`src/hdl/tgf_pkg.sv`:
```
`timescale 1ns / 1ps

package tgf_pkg;

  localparam int unsigned DATA_BITS = 32;
  localparam int unsigned OCC_BITS  = 5;
  localparam int unsigned THR_BITS  = 4;

  localparam logic [THR_BITS-1:0] THR_RESET = 4'd3;

  typedef enum logic [1:0] {
    OP_PUT  = 2'd0,
    OP_RD_A = 2'd1,
    OP_RD_B = 2'd2,
    OP_RD_C = 2'd3
  } op_e;

  typedef enum logic [1:0] {
    ST_DONE   = 2'd0,
    ST_FULL   = 2'd1,
    ST_PARKED = 2'd2,
    ST_DUP    = 2'd3
  } status_e;

  typedef enum logic [1:0] {
    S_IDLE,
    S_EXEC,
    S_SERVE_RD,
    S_SERVE
  } state_e;

  typedef struct packed {
    logic [1:0]           requester;
    logic [DATA_BITS-1:0] data;
    logic [1:0]           status;
    logic                 removed;
    logic [OCC_BITS-1:0]  occupancy;
    logic                 last;
  } res_t;

endpackage

```
`src/hdl/three_reader_gated_fifo.sv`:
```
`timescale 1ns / 1ps

// channel   valid        stall        payload
// ------    -----------  -----------  ------------------------------------------------
// in        in_valid_i   in_stall_o   operation_i, value_i
// out       out_valid_o  out_stall_i  requester_o, data_o, status_o, removed_o,
//                                     occupancy_o, last_o
// cfg       cfg_we_i     -            cfg_wdata_i (read threshold)
//
// A request passes through S_EXEC, then S_SERVE_RD and S_SERVE for each reader grant it
// triggers; each grant waits on the registered read of the head word from the entry memory.
// One request is handled at a time; in_stall_o stays high until its last result is loaded.
// Reset clears pointers, count, seen and parked flags and sets the threshold to 3; the
// entry memory is not cleared, so there is no clearing pass.
// out_stall_i holds the sequencer at each result until the output register frees.
module three_reader_gated_fifo #(
  parameter int unsigned BUFFER_DEPTH = 16,
  parameter int unsigned WORD_BITS    = 32
) (
  input  logic               clk_i,
  input  logic               rst_ni,
  input  logic               cfg_we_i,
  input  logic [3:0]         cfg_wdata_i,
  input  logic               in_valid_i,
  output logic               in_stall_o,
  input  logic [1:0]         operation_i,
  input  logic signed [31:0] value_i,
  output logic               out_valid_o,
  input  logic               out_stall_i,
  output logic [1:0]         requester_o,
  output logic signed [31:0] data_o,
  output logic [1:0]         status_o,
  output logic               removed_o,
  output logic [4:0]         occupancy_o,
  output logic               last_o
);

  localparam int unsigned PTR_W = $clog2(BUFFER_DEPTH);

  logic                 out_free;
  logic                 res_valid;
  tgf_pkg::res_t        res;
  logic                 mem_we;
  logic [PTR_W-1:0]     mem_waddr;
  logic [WORD_BITS-1:0] mem_wdata;
  logic                 mem_re;
  logic [PTR_W-1:0]     mem_raddr;
  logic [WORD_BITS-1:0] mem_rdata;

  tgf_mem #(
    .DEPTH     (BUFFER_DEPTH),
    .WORD_BITS (WORD_BITS)
  ) u_mem (
    .clk_i   (clk_i),
    .we_i    (mem_we),
    .waddr_i (mem_waddr),
    .wdata_i (mem_wdata),
    .re_i    (mem_re),
    .raddr_i (mem_raddr),
    .rdata_o (mem_rdata)
  );

  tgf_ctrl #(
    .DEPTH     (BUFFER_DEPTH),
    .WORD_BITS (WORD_BITS)
  ) u_ctrl (
    .clk_i       (clk_i),
    .rst_ni      (rst_ni),
    .cfg_we_i    (cfg_we_i),
    .cfg_wdata_i (cfg_wdata_i),
    .in_valid_i  (in_valid_i),
    .in_stall_o  (in_stall_o),
    .operation_i (operation_i),
    .value_i     (value_i),
    .out_free_i  (out_free),
    .res_valid_o (res_valid),
    .res_o       (res),
    .mem_we_o    (mem_we),
    .mem_waddr_o (mem_waddr),
    .mem_wdata_o (mem_wdata),
    .mem_re_o    (mem_re),
    .mem_raddr_o (mem_raddr),
    .mem_rdata_i (mem_rdata)
  );

  tgf_out_reg u_out_reg (
    .clk_i       (clk_i),
    .rst_ni      (rst_ni),
    .load_i      (res_valid),
    .res_i       (res),
    .free_o      (out_free),
    .out_valid_o (out_valid_o),
    .out_stall_i (out_stall_i),
    .requester_o (requester_o),
    .data_o      (data_o),
    .status_o    (status_o),
    .removed_o   (removed_o),
    .occupancy_o (occupancy_o),
    .last_o      (last_o)
  );

endmodule

```
`src/hdl/tgf_mem.sv`:
```
`timescale 1ns / 1ps

module tgf_mem #(
  parameter int unsigned DEPTH     = 16,
  parameter int unsigned WORD_BITS = 32
) (
  input  logic                     clk_i,
  input  logic                     we_i,
  input  logic [$clog2(DEPTH)-1:0] waddr_i,
  input  logic [WORD_BITS-1:0]     wdata_i,
  input  logic                     re_i,
  input  logic [$clog2(DEPTH)-1:0] raddr_i,
  output logic [WORD_BITS-1:0]     rdata_o
);

  logic [WORD_BITS-1:0] mem [DEPTH];
  logic [WORD_BITS-1:0] rdata_q;

  always_ff @(posedge clk_i) begin
    if (we_i) begin
      mem[waddr_i] <= wdata_i;
    end
  end

  always_ff @(posedge clk_i) begin
    if (re_i) begin
      rdata_q <= mem[raddr_i];
    end
  end

  assign rdata_o = rdata_q;

endmodule

```
`src/hdl/tgf_out_reg.sv`:
```
`timescale 1ns / 1ps

module tgf_out_reg (
  input  logic                     clk_i,
  input  logic                     rst_ni,
  input  logic                     load_i,
  input  tgf_pkg::res_t            res_i,
  output logic                     free_o,
  output logic                     out_valid_o,
  input  logic                     out_stall_i,
  output logic [1:0]               requester_o,
  output logic signed [31:0]       data_o,
  output logic [1:0]               status_o,
  output logic                     removed_o,
  output logic [4:0]               occupancy_o,
  output logic                     last_o
);

  logic          valid_q;
  logic          valid_d;
  tgf_pkg::res_t res_q;

  assign free_o = !valid_q || !out_stall_i;

  always_comb begin
    valid_d = valid_q;
    if (free_o) begin
      valid_d = load_i;
    end
  end

  always_ff @(posedge clk_i or negedge rst_ni) begin
    if (!rst_ni) begin
      valid_q <= 1'b0;
    end else begin
      valid_q <= valid_d;
    end
  end

  always_ff @(posedge clk_i) begin
    if (free_o && load_i) begin
      res_q <= res_i;
    end
  end

  assign out_valid_o = valid_q;
  assign requester_o = res_q.requester;
  assign data_o      = res_q.data;
  assign status_o    = res_q.status;
  assign removed_o   = res_q.removed;
  assign occupancy_o = res_q.occupancy;
  assign last_o      = res_q.last;

endmodule

```
`src/hdl/tgf_ctrl.sv`:
```
`timescale 1ns / 1ps

module tgf_ctrl #(
  parameter int unsigned DEPTH     = 16,
  parameter int unsigned WORD_BITS = 32
) (
  input  logic                     clk_i,
  input  logic                     rst_ni,
  input  logic                     cfg_we_i,
  input  logic [3:0]               cfg_wdata_i,
  input  logic                     in_valid_i,
  output logic                     in_stall_o,
  input  logic [1:0]               operation_i,
  input  logic signed [31:0]       value_i,
  input  logic                     out_free_i,
  output logic                     res_valid_o,
  output tgf_pkg::res_t            res_o,
  output logic                     mem_we_o,
  output logic [$clog2(DEPTH)-1:0] mem_waddr_o,
  output logic [WORD_BITS-1:0]     mem_wdata_o,
  output logic                     mem_re_o,
  output logic [$clog2(DEPTH)-1:0] mem_raddr_o,
  input  logic [WORD_BITS-1:0]     mem_rdata_i
);

  localparam int unsigned PTR_W = $clog2(DEPTH);
  localparam int unsigned CNT_W = $clog2(DEPTH + 1);
  localparam logic [PTR_W-1:0] PTR_LAST = PTR_W'(DEPTH - 1);
  localparam logic [CNT_W-1:0] CNT_FULL = CNT_W'(DEPTH);

  function automatic logic [2:0] rdr_mask(tgf_pkg::op_e r);
    logic [2:0] m;
    case (r)
      tgf_pkg::OP_RD_A: m = 3'b001;
      tgf_pkg::OP_RD_B: m = 3'b010;
      tgf_pkg::OP_RD_C: m = 3'b100;
      default:          m = 3'b000;
    endcase
    return m;
  endfunction

  function automatic logic [PTR_W-1:0] ptr_inc(logic [PTR_W-1:0] p);
    return (p == PTR_LAST) ? '0 : p + PTR_W'(1);
  endfunction

  tgf_pkg::state_e state_q, state_d;
  tgf_pkg::op_e    op_q, op_d;
  tgf_pkg::op_e    cur_q, cur_d;
  logic [31:0]     value_q, value_d;
  logic [3:0]      thr_q;
  logic [PTR_W-1:0] head_q, head_d, tail_q, tail_d;
  logic [CNT_W-1:0] cnt_q, cnt_d;
  logic            seen_a_q, seen_a_d, seen_b_q, seen_b_d;
  logic [2:0]      parked_q, parked_d;

  logic            ok_now;
  logic            ok_pop;
  logic            put_full;
  logic            put_hit;
  tgf_pkg::op_e    put_wake;
  tgf_pkg::op_e    exec_next;
  logic            rd_dup;
  logic            rd_ok;
  logic            srv_pop;
  tgf_pkg::op_e    srv_next;
  logic            srv_a, srv_b;
  logic [CNT_W-1:0] srv_cnt;
  logic [63:0]     wdata_ext;
  logic [63:0]     rdata_ext;

  assign ok_now   = 16'(cnt_q) > 16'(thr_q);
  assign ok_pop   = 16'(cnt_q) > (16'(thr_q) + 16'd1);
  assign put_full = cnt_q == CNT_FULL;
  assign put_hit  = 16'(cnt_q) == 16'(thr_q);
  assign rd_dup   = (parked_q & rdr_mask(op_q)) != 3'b000;
  assign wdata_ext = {32'b0, value_q};
  assign rdata_ext = 64'(mem_rdata_i);

  always_comb begin
    rd_ok = 1'b0;
    case (op_q)
      tgf_pkg::OP_RD_A: rd_ok = ok_now && !seen_a_q;
      tgf_pkg::OP_RD_B: rd_ok = ok_now && !seen_b_q;
      tgf_pkg::OP_RD_C: rd_ok = ok_now && !seen_a_q && !seen_b_q;
      default:          rd_ok = 1'b0;
    endcase
  end

  always_comb begin
    put_wake = tgf_pkg::OP_PUT;
    if (put_hit) begin
      if (parked_q[0] && !seen_a_q) begin
        put_wake = tgf_pkg::OP_RD_A;
      end else if (parked_q[1] && !seen_b_q) begin
        put_wake = tgf_pkg::OP_RD_B;
      end else if (parked_q[2] && !seen_a_q && !seen_b_q) begin
        put_wake = tgf_pkg::OP_RD_C;
      end
    end
  end

  always_comb begin
    exec_next = tgf_pkg::OP_PUT;
    if (op_q == tgf_pkg::OP_PUT) begin
      if (!put_full) begin
        exec_next = put_wake;
      end
    end else if (!rd_dup && rd_ok) begin
      exec_next = op_q;
    end
  end

  always_comb begin
    srv_pop  = 1'b0;
    srv_next = tgf_pkg::OP_PUT;
    srv_a    = seen_a_q;
    srv_b    = seen_b_q;
    case (cur_q)
      tgf_pkg::OP_RD_C: begin
        srv_pop = 1'b1;
      end
      tgf_pkg::OP_RD_A: begin
        if (seen_b_q) begin
          srv_pop = 1'b1;
          srv_a   = 1'b0;
          srv_b   = 1'b0;
          if (ok_pop && parked_q[1]) begin
            srv_next = tgf_pkg::OP_RD_B;
          end else if (ok_pop && parked_q[2]) begin
            srv_next = tgf_pkg::OP_RD_C;
          end
        end else begin
          srv_a = 1'b1;
          if (ok_now && parked_q[1]) begin
            srv_next = tgf_pkg::OP_RD_B;
          end
        end
      end
      tgf_pkg::OP_RD_B: begin
        if (seen_a_q) begin
          srv_pop = 1'b1;
          srv_a   = 1'b0;
          srv_b   = 1'b0;
          if (ok_pop && parked_q[0]) begin
            srv_next = tgf_pkg::OP_RD_A;
          end else if (ok_pop && parked_q[2]) begin
            srv_next = tgf_pkg::OP_RD_C;
          end
        end else begin
          srv_b = 1'b1;
          if (ok_now && parked_q[0]) begin
            srv_next = tgf_pkg::OP_RD_A;
          end
        end
      end
      default: begin
        srv_pop = 1'b0;
      end
    endcase
    srv_cnt = srv_pop ? cnt_q - CNT_W'(1) : cnt_q;
  end

  always_comb begin
    state_d = state_q;
    case (state_q)
      tgf_pkg::S_IDLE: begin
        if (in_valid_i) begin
          state_d = tgf_pkg::S_EXEC;
        end
      end
      tgf_pkg::S_EXEC: begin
        if (out_free_i) begin
          state_d = (exec_next != tgf_pkg::OP_PUT) ? tgf_pkg::S_SERVE_RD : tgf_pkg::S_IDLE;
        end
      end
      tgf_pkg::S_SERVE_RD: begin
        state_d = tgf_pkg::S_SERVE;
      end
      tgf_pkg::S_SERVE: begin
        if (out_free_i) begin
          state_d = (srv_next != tgf_pkg::OP_PUT) ? tgf_pkg::S_SERVE_RD : tgf_pkg::S_IDLE;
        end
      end
      default: begin
        state_d = tgf_pkg::S_IDLE;
      end
    endcase
  end

  always_comb begin
    in_stall_o  = state_q != tgf_pkg::S_IDLE;
    op_d        = op_q;
    value_d     = value_q;
    cur_d       = cur_q;
    head_d      = head_q;
    tail_d      = tail_q;
    cnt_d       = cnt_q;
    seen_a_d    = seen_a_q;
    seen_b_d    = seen_b_q;
    parked_d    = parked_q;
    res_valid_o = 1'b0;
    res_o       = '0;
    mem_we_o    = 1'b0;
    mem_waddr_o = tail_q;
    mem_wdata_o = wdata_ext[WORD_BITS-1:0];
    mem_re_o    = 1'b0;
    mem_raddr_o = head_q;
    case (state_q)
      tgf_pkg::S_IDLE: begin
        if (in_valid_i) begin
          op_d    = tgf_pkg::op_e'(operation_i);
          value_d = value_i;
        end
      end
      tgf_pkg::S_EXEC: begin
        if (out_free_i) begin
          res_valid_o     = 1'b1;
          res_o.requester = op_q;
          res_o.occupancy = 5'(cnt_q);
          res_o.last      = exec_next == tgf_pkg::OP_PUT;
          cur_d           = exec_next;
          if (op_q == tgf_pkg::OP_PUT) begin
            if (put_full) begin
              res_o.status = tgf_pkg::ST_FULL;
            end else begin
              mem_we_o        = 1'b1;
              tail_d          = ptr_inc(tail_q);
              cnt_d           = cnt_q + CNT_W'(1);
              res_o.status    = tgf_pkg::ST_DONE;
              res_o.occupancy = 5'(cnt_d);
            end
          end else if (rd_dup) begin
            res_o.status = tgf_pkg::ST_DUP;
          end else if (!rd_ok) begin
            parked_d     = parked_q | rdr_mask(op_q);
            res_o.status = tgf_pkg::ST_PARKED;
          end else begin
            res_valid_o = 1'b0;
          end
        end
      end
      tgf_pkg::S_SERVE_RD: begin
        mem_re_o = 1'b1;
        parked_d = parked_q & ~rdr_mask(cur_q);
      end
      tgf_pkg::S_SERVE: begin
        if (out_free_i) begin
          res_valid_o     = 1'b1;
          res_o.requester = cur_q;
          res_o.data      = rdata_ext[31:0];
          res_o.status    = tgf_pkg::ST_DONE;
          res_o.removed   = srv_pop;
          res_o.occupancy = 5'(srv_cnt);
          res_o.last      = srv_next == tgf_pkg::OP_PUT;
          seen_a_d        = srv_a;
          seen_b_d        = srv_b;
          cnt_d           = srv_cnt;
          head_d          = srv_pop ? ptr_inc(head_q) : head_q;
          cur_d           = srv_next;
        end
      end
      default: begin
        res_valid_o = 1'b0;
      end
    endcase
  end

  always_ff @(posedge clk_i or negedge rst_ni) begin
    if (!rst_ni) begin
      state_q  <= tgf_pkg::S_IDLE;
      cur_q    <= tgf_pkg::OP_PUT;
      thr_q    <= tgf_pkg::THR_RESET;
      head_q   <= '0;
      tail_q   <= '0;
      cnt_q    <= '0;
      seen_a_q <= 1'b0;
      seen_b_q <= 1'b0;
      parked_q <= 3'b000;
    end else begin
      state_q  <= state_d;
      cur_q    <= cur_d;
      head_q   <= head_d;
      tail_q   <= tail_d;
      cnt_q    <= cnt_d;
      seen_a_q <= seen_a_d;
      seen_b_q <= seen_b_d;
      parked_q <= parked_d;
      if (cfg_we_i) begin
        thr_q <= cfg_wdata_i;
      end
    end
  end

  always_ff @(posedge clk_i) begin
    op_q    <= op_d;
    value_q <= value_d;
  end

  a_cnt_bound: assert property (@(posedge clk_i) disable iff (!rst_ni)
    16'(cnt_q) <= 16'(DEPTH))
    else $error("entry count above depth");

  a_seen_excl: assert property (@(posedge clk_i) disable iff (!rst_ni)
    !(seen_a_q && seen_b_q))
    else $error("head marked seen by both A and B");

  a_serve_ok: assert property (@(posedge clk_i) disable iff (!rst_ni)
    (state_q == tgf_pkg::S_SERVE) |-> (ok_now && (parked_q & rdr_mask(cur_q)) == 3'b000))
    else $error("grant with too few entries or reader still parked");

  a_ptr_align: assert property (@(posedge clk_i) disable iff (!rst_ni)
    (cnt_q == '0 || cnt_q == CNT_FULL) |-> (head_q == tail_q))
    else $error("pointers disagree with entry count");

  a_rd_then_serve: assert property (@(posedge clk_i) disable iff (!rst_ni)
    (state_q == tgf_pkg::S_SERVE_RD) |=> (state_q == tgf_pkg::S_SERVE && $stable(head_q)))
    else $error("head moved between memory read and grant");

endmodule
```
`config.mk`:
```
export PLATFORM = sky130hd
export DESIGN_NAME = three_reader_gated_fifo
export DESIGN_NICKNAME = d
export VERILOG_FILES = /design/src/hdl/tgf_pkg.sv /design/src/hdl/three_reader_gated_fifo.sv /design/src/hdl/tgf_mem.sv /design/src/hdl/tgf_out_reg.sv /design/src/hdl/tgf_ctrl.sv
export SDC_FILE = /design/constraint.sdc
export NUM_CORES = 1
export LEC_CHECK = 0
export CAP_MARGIN = 15
export CORE_MARGIN = 4
export CORE_UTILIZATION = 60
export DETAILED_ROUTE_END_ITERATION = 12
export DONT_BUFFER_PORTS = 1
export GPL_TIMING_DRIVEN = 0
export PLACE_DENSITY = 0.76
export SKIP_LAST_GASP = 1
export SLEW_MARGIN = 40
export SYNTH_ARGS = -nofsm -noshare
export SYNTH_HDL_FRONTEND = slang
export SYNTH_SLANG_ARGS = --single-unit
```
`constraint.sdc`:
```
create_clock -name clk_i -period 8.5 [get_ports clk_i]
set_input_delay 0.85 -clock clk_i [delete_from_list [all_inputs] [get_ports clk_i]]
set_output_delay 0.85 -clock clk_i [all_outputs]
set_load 0.05 [all_outputs]
```
==> results.ini <==
[run_status]
status=completed

[cells_and_area]
synthToLayoutAreaGrowth_pct=14.7
multiInputGateArea_mm2=0.00559
n_fill_cell=2368
seq_area_mm2=0.0193
final_core_util_pct=70.1
final_nets=1358
drive_gt1_share_pct=28.3

[routing]
via_per_inst=6.73
drt_drc_violations_left=0
ant_nets=0
dr.first_iter.drc_count=1604
first_pass_iters=5
wire_per_inst_um=31.9
routed_wl_mm=59.7
num_vias=12600

[placed_design]
gp_congestion=0.924
dp_hpwl_mm=36.9
io_buffers=0
pre_cts_ws_ns=4.68

[clocking]
root_buffer=clkbuf_16
insertion_delay_ns=0.62
cts_tree=yes
cts_max_path_buffers=3
cts_buffers=60
path_clk_slew_ns=0.07
cts_htree_levels=2
ctsResizeCount=0
postCtsSetupBuffers=0
cts.sink_count=648

[worst_setup_path]
worstRegToRegCells=10
critPathLaunch=u_out_reg.out_valid_o
r2r_start=u_out_reg.out_valid_o
worst-endpoint-required_ns=8.82
cp-end-kind=flip-flop
ff2ff_setup_slack_ns=4.53
path_class=reg2reg
r2r_end=u_mem.mem[0][8]
critPathMaxFanout=10
cp-start-kind=flip-flop
crit_arrival_ns=4.29
crit_path_end=u_mem.mem[0][8]

[logic_synthesis]
synth_edf_count=621
synth_fp_nets=1234
synth-seq-cells=648
postSynthAreaPerCell_um2=21.6
synthTopCellsByArea=edfxtp_1, mux4_2, dfrtp_1
synth_top_area_share_pct=74.0
synth_cell_types=68
ys_seq_area_share_pct=76.7
synth_flop_cell=edfxtp_1
synth_cells=1165
yosys.area.top_type=edfxtp_1
ys_warn_count=0
syn-cell-area_mm2=0.0252
ys_async_sr_fraction_pct=4.17

[die]
initial_utilization_pct=61.1
pin_count=88
core-area_mm2=0.0412
fp.dieH_um=213
row_count=74
die_w_um=213
die_area_mm2=0.0453

[sta]
timing.hold.ws_ns=0.0553
fin_crit_sh_pct=46.7
rsz0062_at_grt=no
drv_slew=0
period_minus_slack_ns=3.97
fin_setup_tns_ns=0
relSlewSlack_pct=38.8
setup_violations=0
report.final.hold_viol_count=0
postLayoutSetupSlackWorst_ns=4.53
worst_pin_slew_ns=0.918
fmax_mhz=252
fin_skew_ns=0.0188

[power_and_ir_drop]
max-vdd-ir-drop_v=0.000218
p_per_area_mw_per_mm2=271
leakagePower_uw=0.00934

[run]
cap_violations=0

[grt]
grt_remaining_overflow=0
grt_pass1_wl_mm=87.2
antenna_found_initial=1
grt_pass1_vias=12800
grt_max_degree=33
grt_usage_pct=27.1

[worst_hold_path]
hp-class=in2async

worst max-delay path, stage by stage, from the launching register on:
cell,delay [ns]
dfrtp_1,0.65
nand2_1,0.45
and2_1,0.18
clkbuf_1,0.39
and2_1,0.22
buf_2,0.22
nand2_1,0.26
nor3_2,0.60
buf_4,0.27
buf_4,0.19
buf_2,0.23
placed cells by master (no fill, tap or decap), types with 7 or more instances in the layout:
cell type  count
edfxtp_1     621
mux4_2       160
clkbuf_16     61
nand2_1       36
and3_1        34
clkbuf_1      32
buf_2         31
ha_1          25
dfrtp_1       25
inv_1         22
buf_4         20
o21ai_0       19
buf_16        17
a21oi_1       15
nand3_1       13
nor2_1        12
nor2_4        12
clkinv_1      12
buf_8         11
nor3_1         8
clkinv_2       8
clkbuf_2       7
xnor2_1        7
how the worst min path moves through the flow:
stage                            from              endpoint  slack, ns  depth (start not counted)
floorplan             u_ctrl.thr_q[1]       u_ctrl.thr_q[1]       0.49                          2
global placement    u_mem.rdata_o[14]  u_out_reg.data_o[14]       0.53                          1
detailed placement    u_ctrl.thr_q[1]       u_ctrl.thr_q[1]       0.53                          2
CTS                            rst_ni       u_ctrl.seen_b_q       0.03                          1
global route                   rst_ni       u_ctrl.thr_q[2]       0.05                          1
finish                         rst_ni       u_ctrl.thr_q[2]       0.06                          1
metrics by stage:
step / power (uW) / cells / instance area, um^2
finish: 7840 / 1872 / 28900
CTS: 7880 / 1871 / 28900
floorplan: 4870 / 1165 / 25200
detailed placement: 5210 / 1758 / 26900
global placement: 5120 / 1697 / 25800
global route: 8120 / 1871 / 28900
sequential cells by signal, summed over array words and instances (netlist names), 4 cells and up:
signal,cells
u_ctrl.cnt_q,5
u_ctrl.mem_raddr_o,4
u_ctrl.mem_waddr_o,4
u_ctrl.mem_wdata_o,32
u_ctrl.thr_q,4
u_mem.mem,512
u_mem.rdata_o,32
u_out_reg.data_o,32
u_out_reg.occupancy_o,5
power by group:
part | internal, uW | leakage, uW | switching, uW
combinational | 267 | 0.00243 | 489
clock | 1510 | 0.000944 | 1170
sequential | 3880 | 0.00597 | 525
total | 5660 | 0.00934 | 2180
cell families after synthesis:
| kind of cell | Yosys count | synth area share, % |
|---|---|---|
| buf+inv | 82 | 1.61 |
| mux | 163 | 14.4 |
| fa+ha+maj | 26 | 1.29 |
| compound gates | 91 | 2.59 |
| flops | 648 | 76.7 |
| simple gates | 147 | 3.06 |
| xor+xnor | 8 | 0.278 |
per-layer routing:
metal / up-vias / part of all wire (%) / global-route usage (%)
li1: 5111 / - / -
met5: - / 0 / 0
met4: 0 / 3.2 / 9.08
met2: 815 / 50 / 43.4
met1: 6550 / 37 / 37.9
met3: 123 / 10 / 6.08
what timing repair did:
action	4_1_cts	5_1_grt
endpoints found under the setup margin	0	0
hold buffers	1	0
endpoints found under the hold margin	25	0
Yosys cell counts (4+ instances only):
| library cell | n |
|---|---|
| nor3_1 | 12 |
| o22ai_1 | 4 |
| ha_1 | 26 |
| o21ai_0 | 19 |
| buf_1 | 11 |
| a21o_1 | 4 |
| inv_1 | 22 |
| a211oi_1 | 5 |
| dfrtp_1 | 25 |
| clkbuf_1 | 27 |
| a31oi_1 | 4 |
| buf_2 | 15 |
| xnor2_1 | 7 |
| a21oi_1 | 15 |
| edfxtp_1 | 621 |
| mux4_2 | 160 |
| nor2_1 | 24 |
| nand2_1 | 37 |
| and3_1 | 34 |
| nand3_1 | 13 |
| a2bb2oi_1 | 5 |
| buf_6 | 4 |
area by class of cell:
type	count	area share, %
clock inverters	40	1.42
clock buffers	72	5.43
diodes	1	0.00866
plain buffers	60	1.17
well taps	532	2.30
repair buffers	62	3.15
flip-flops and latches	648	66.9
inverters	22	0.286
multi-input cells	435	19.3
No activity file was read; power rests on OpenSTA's default activity.
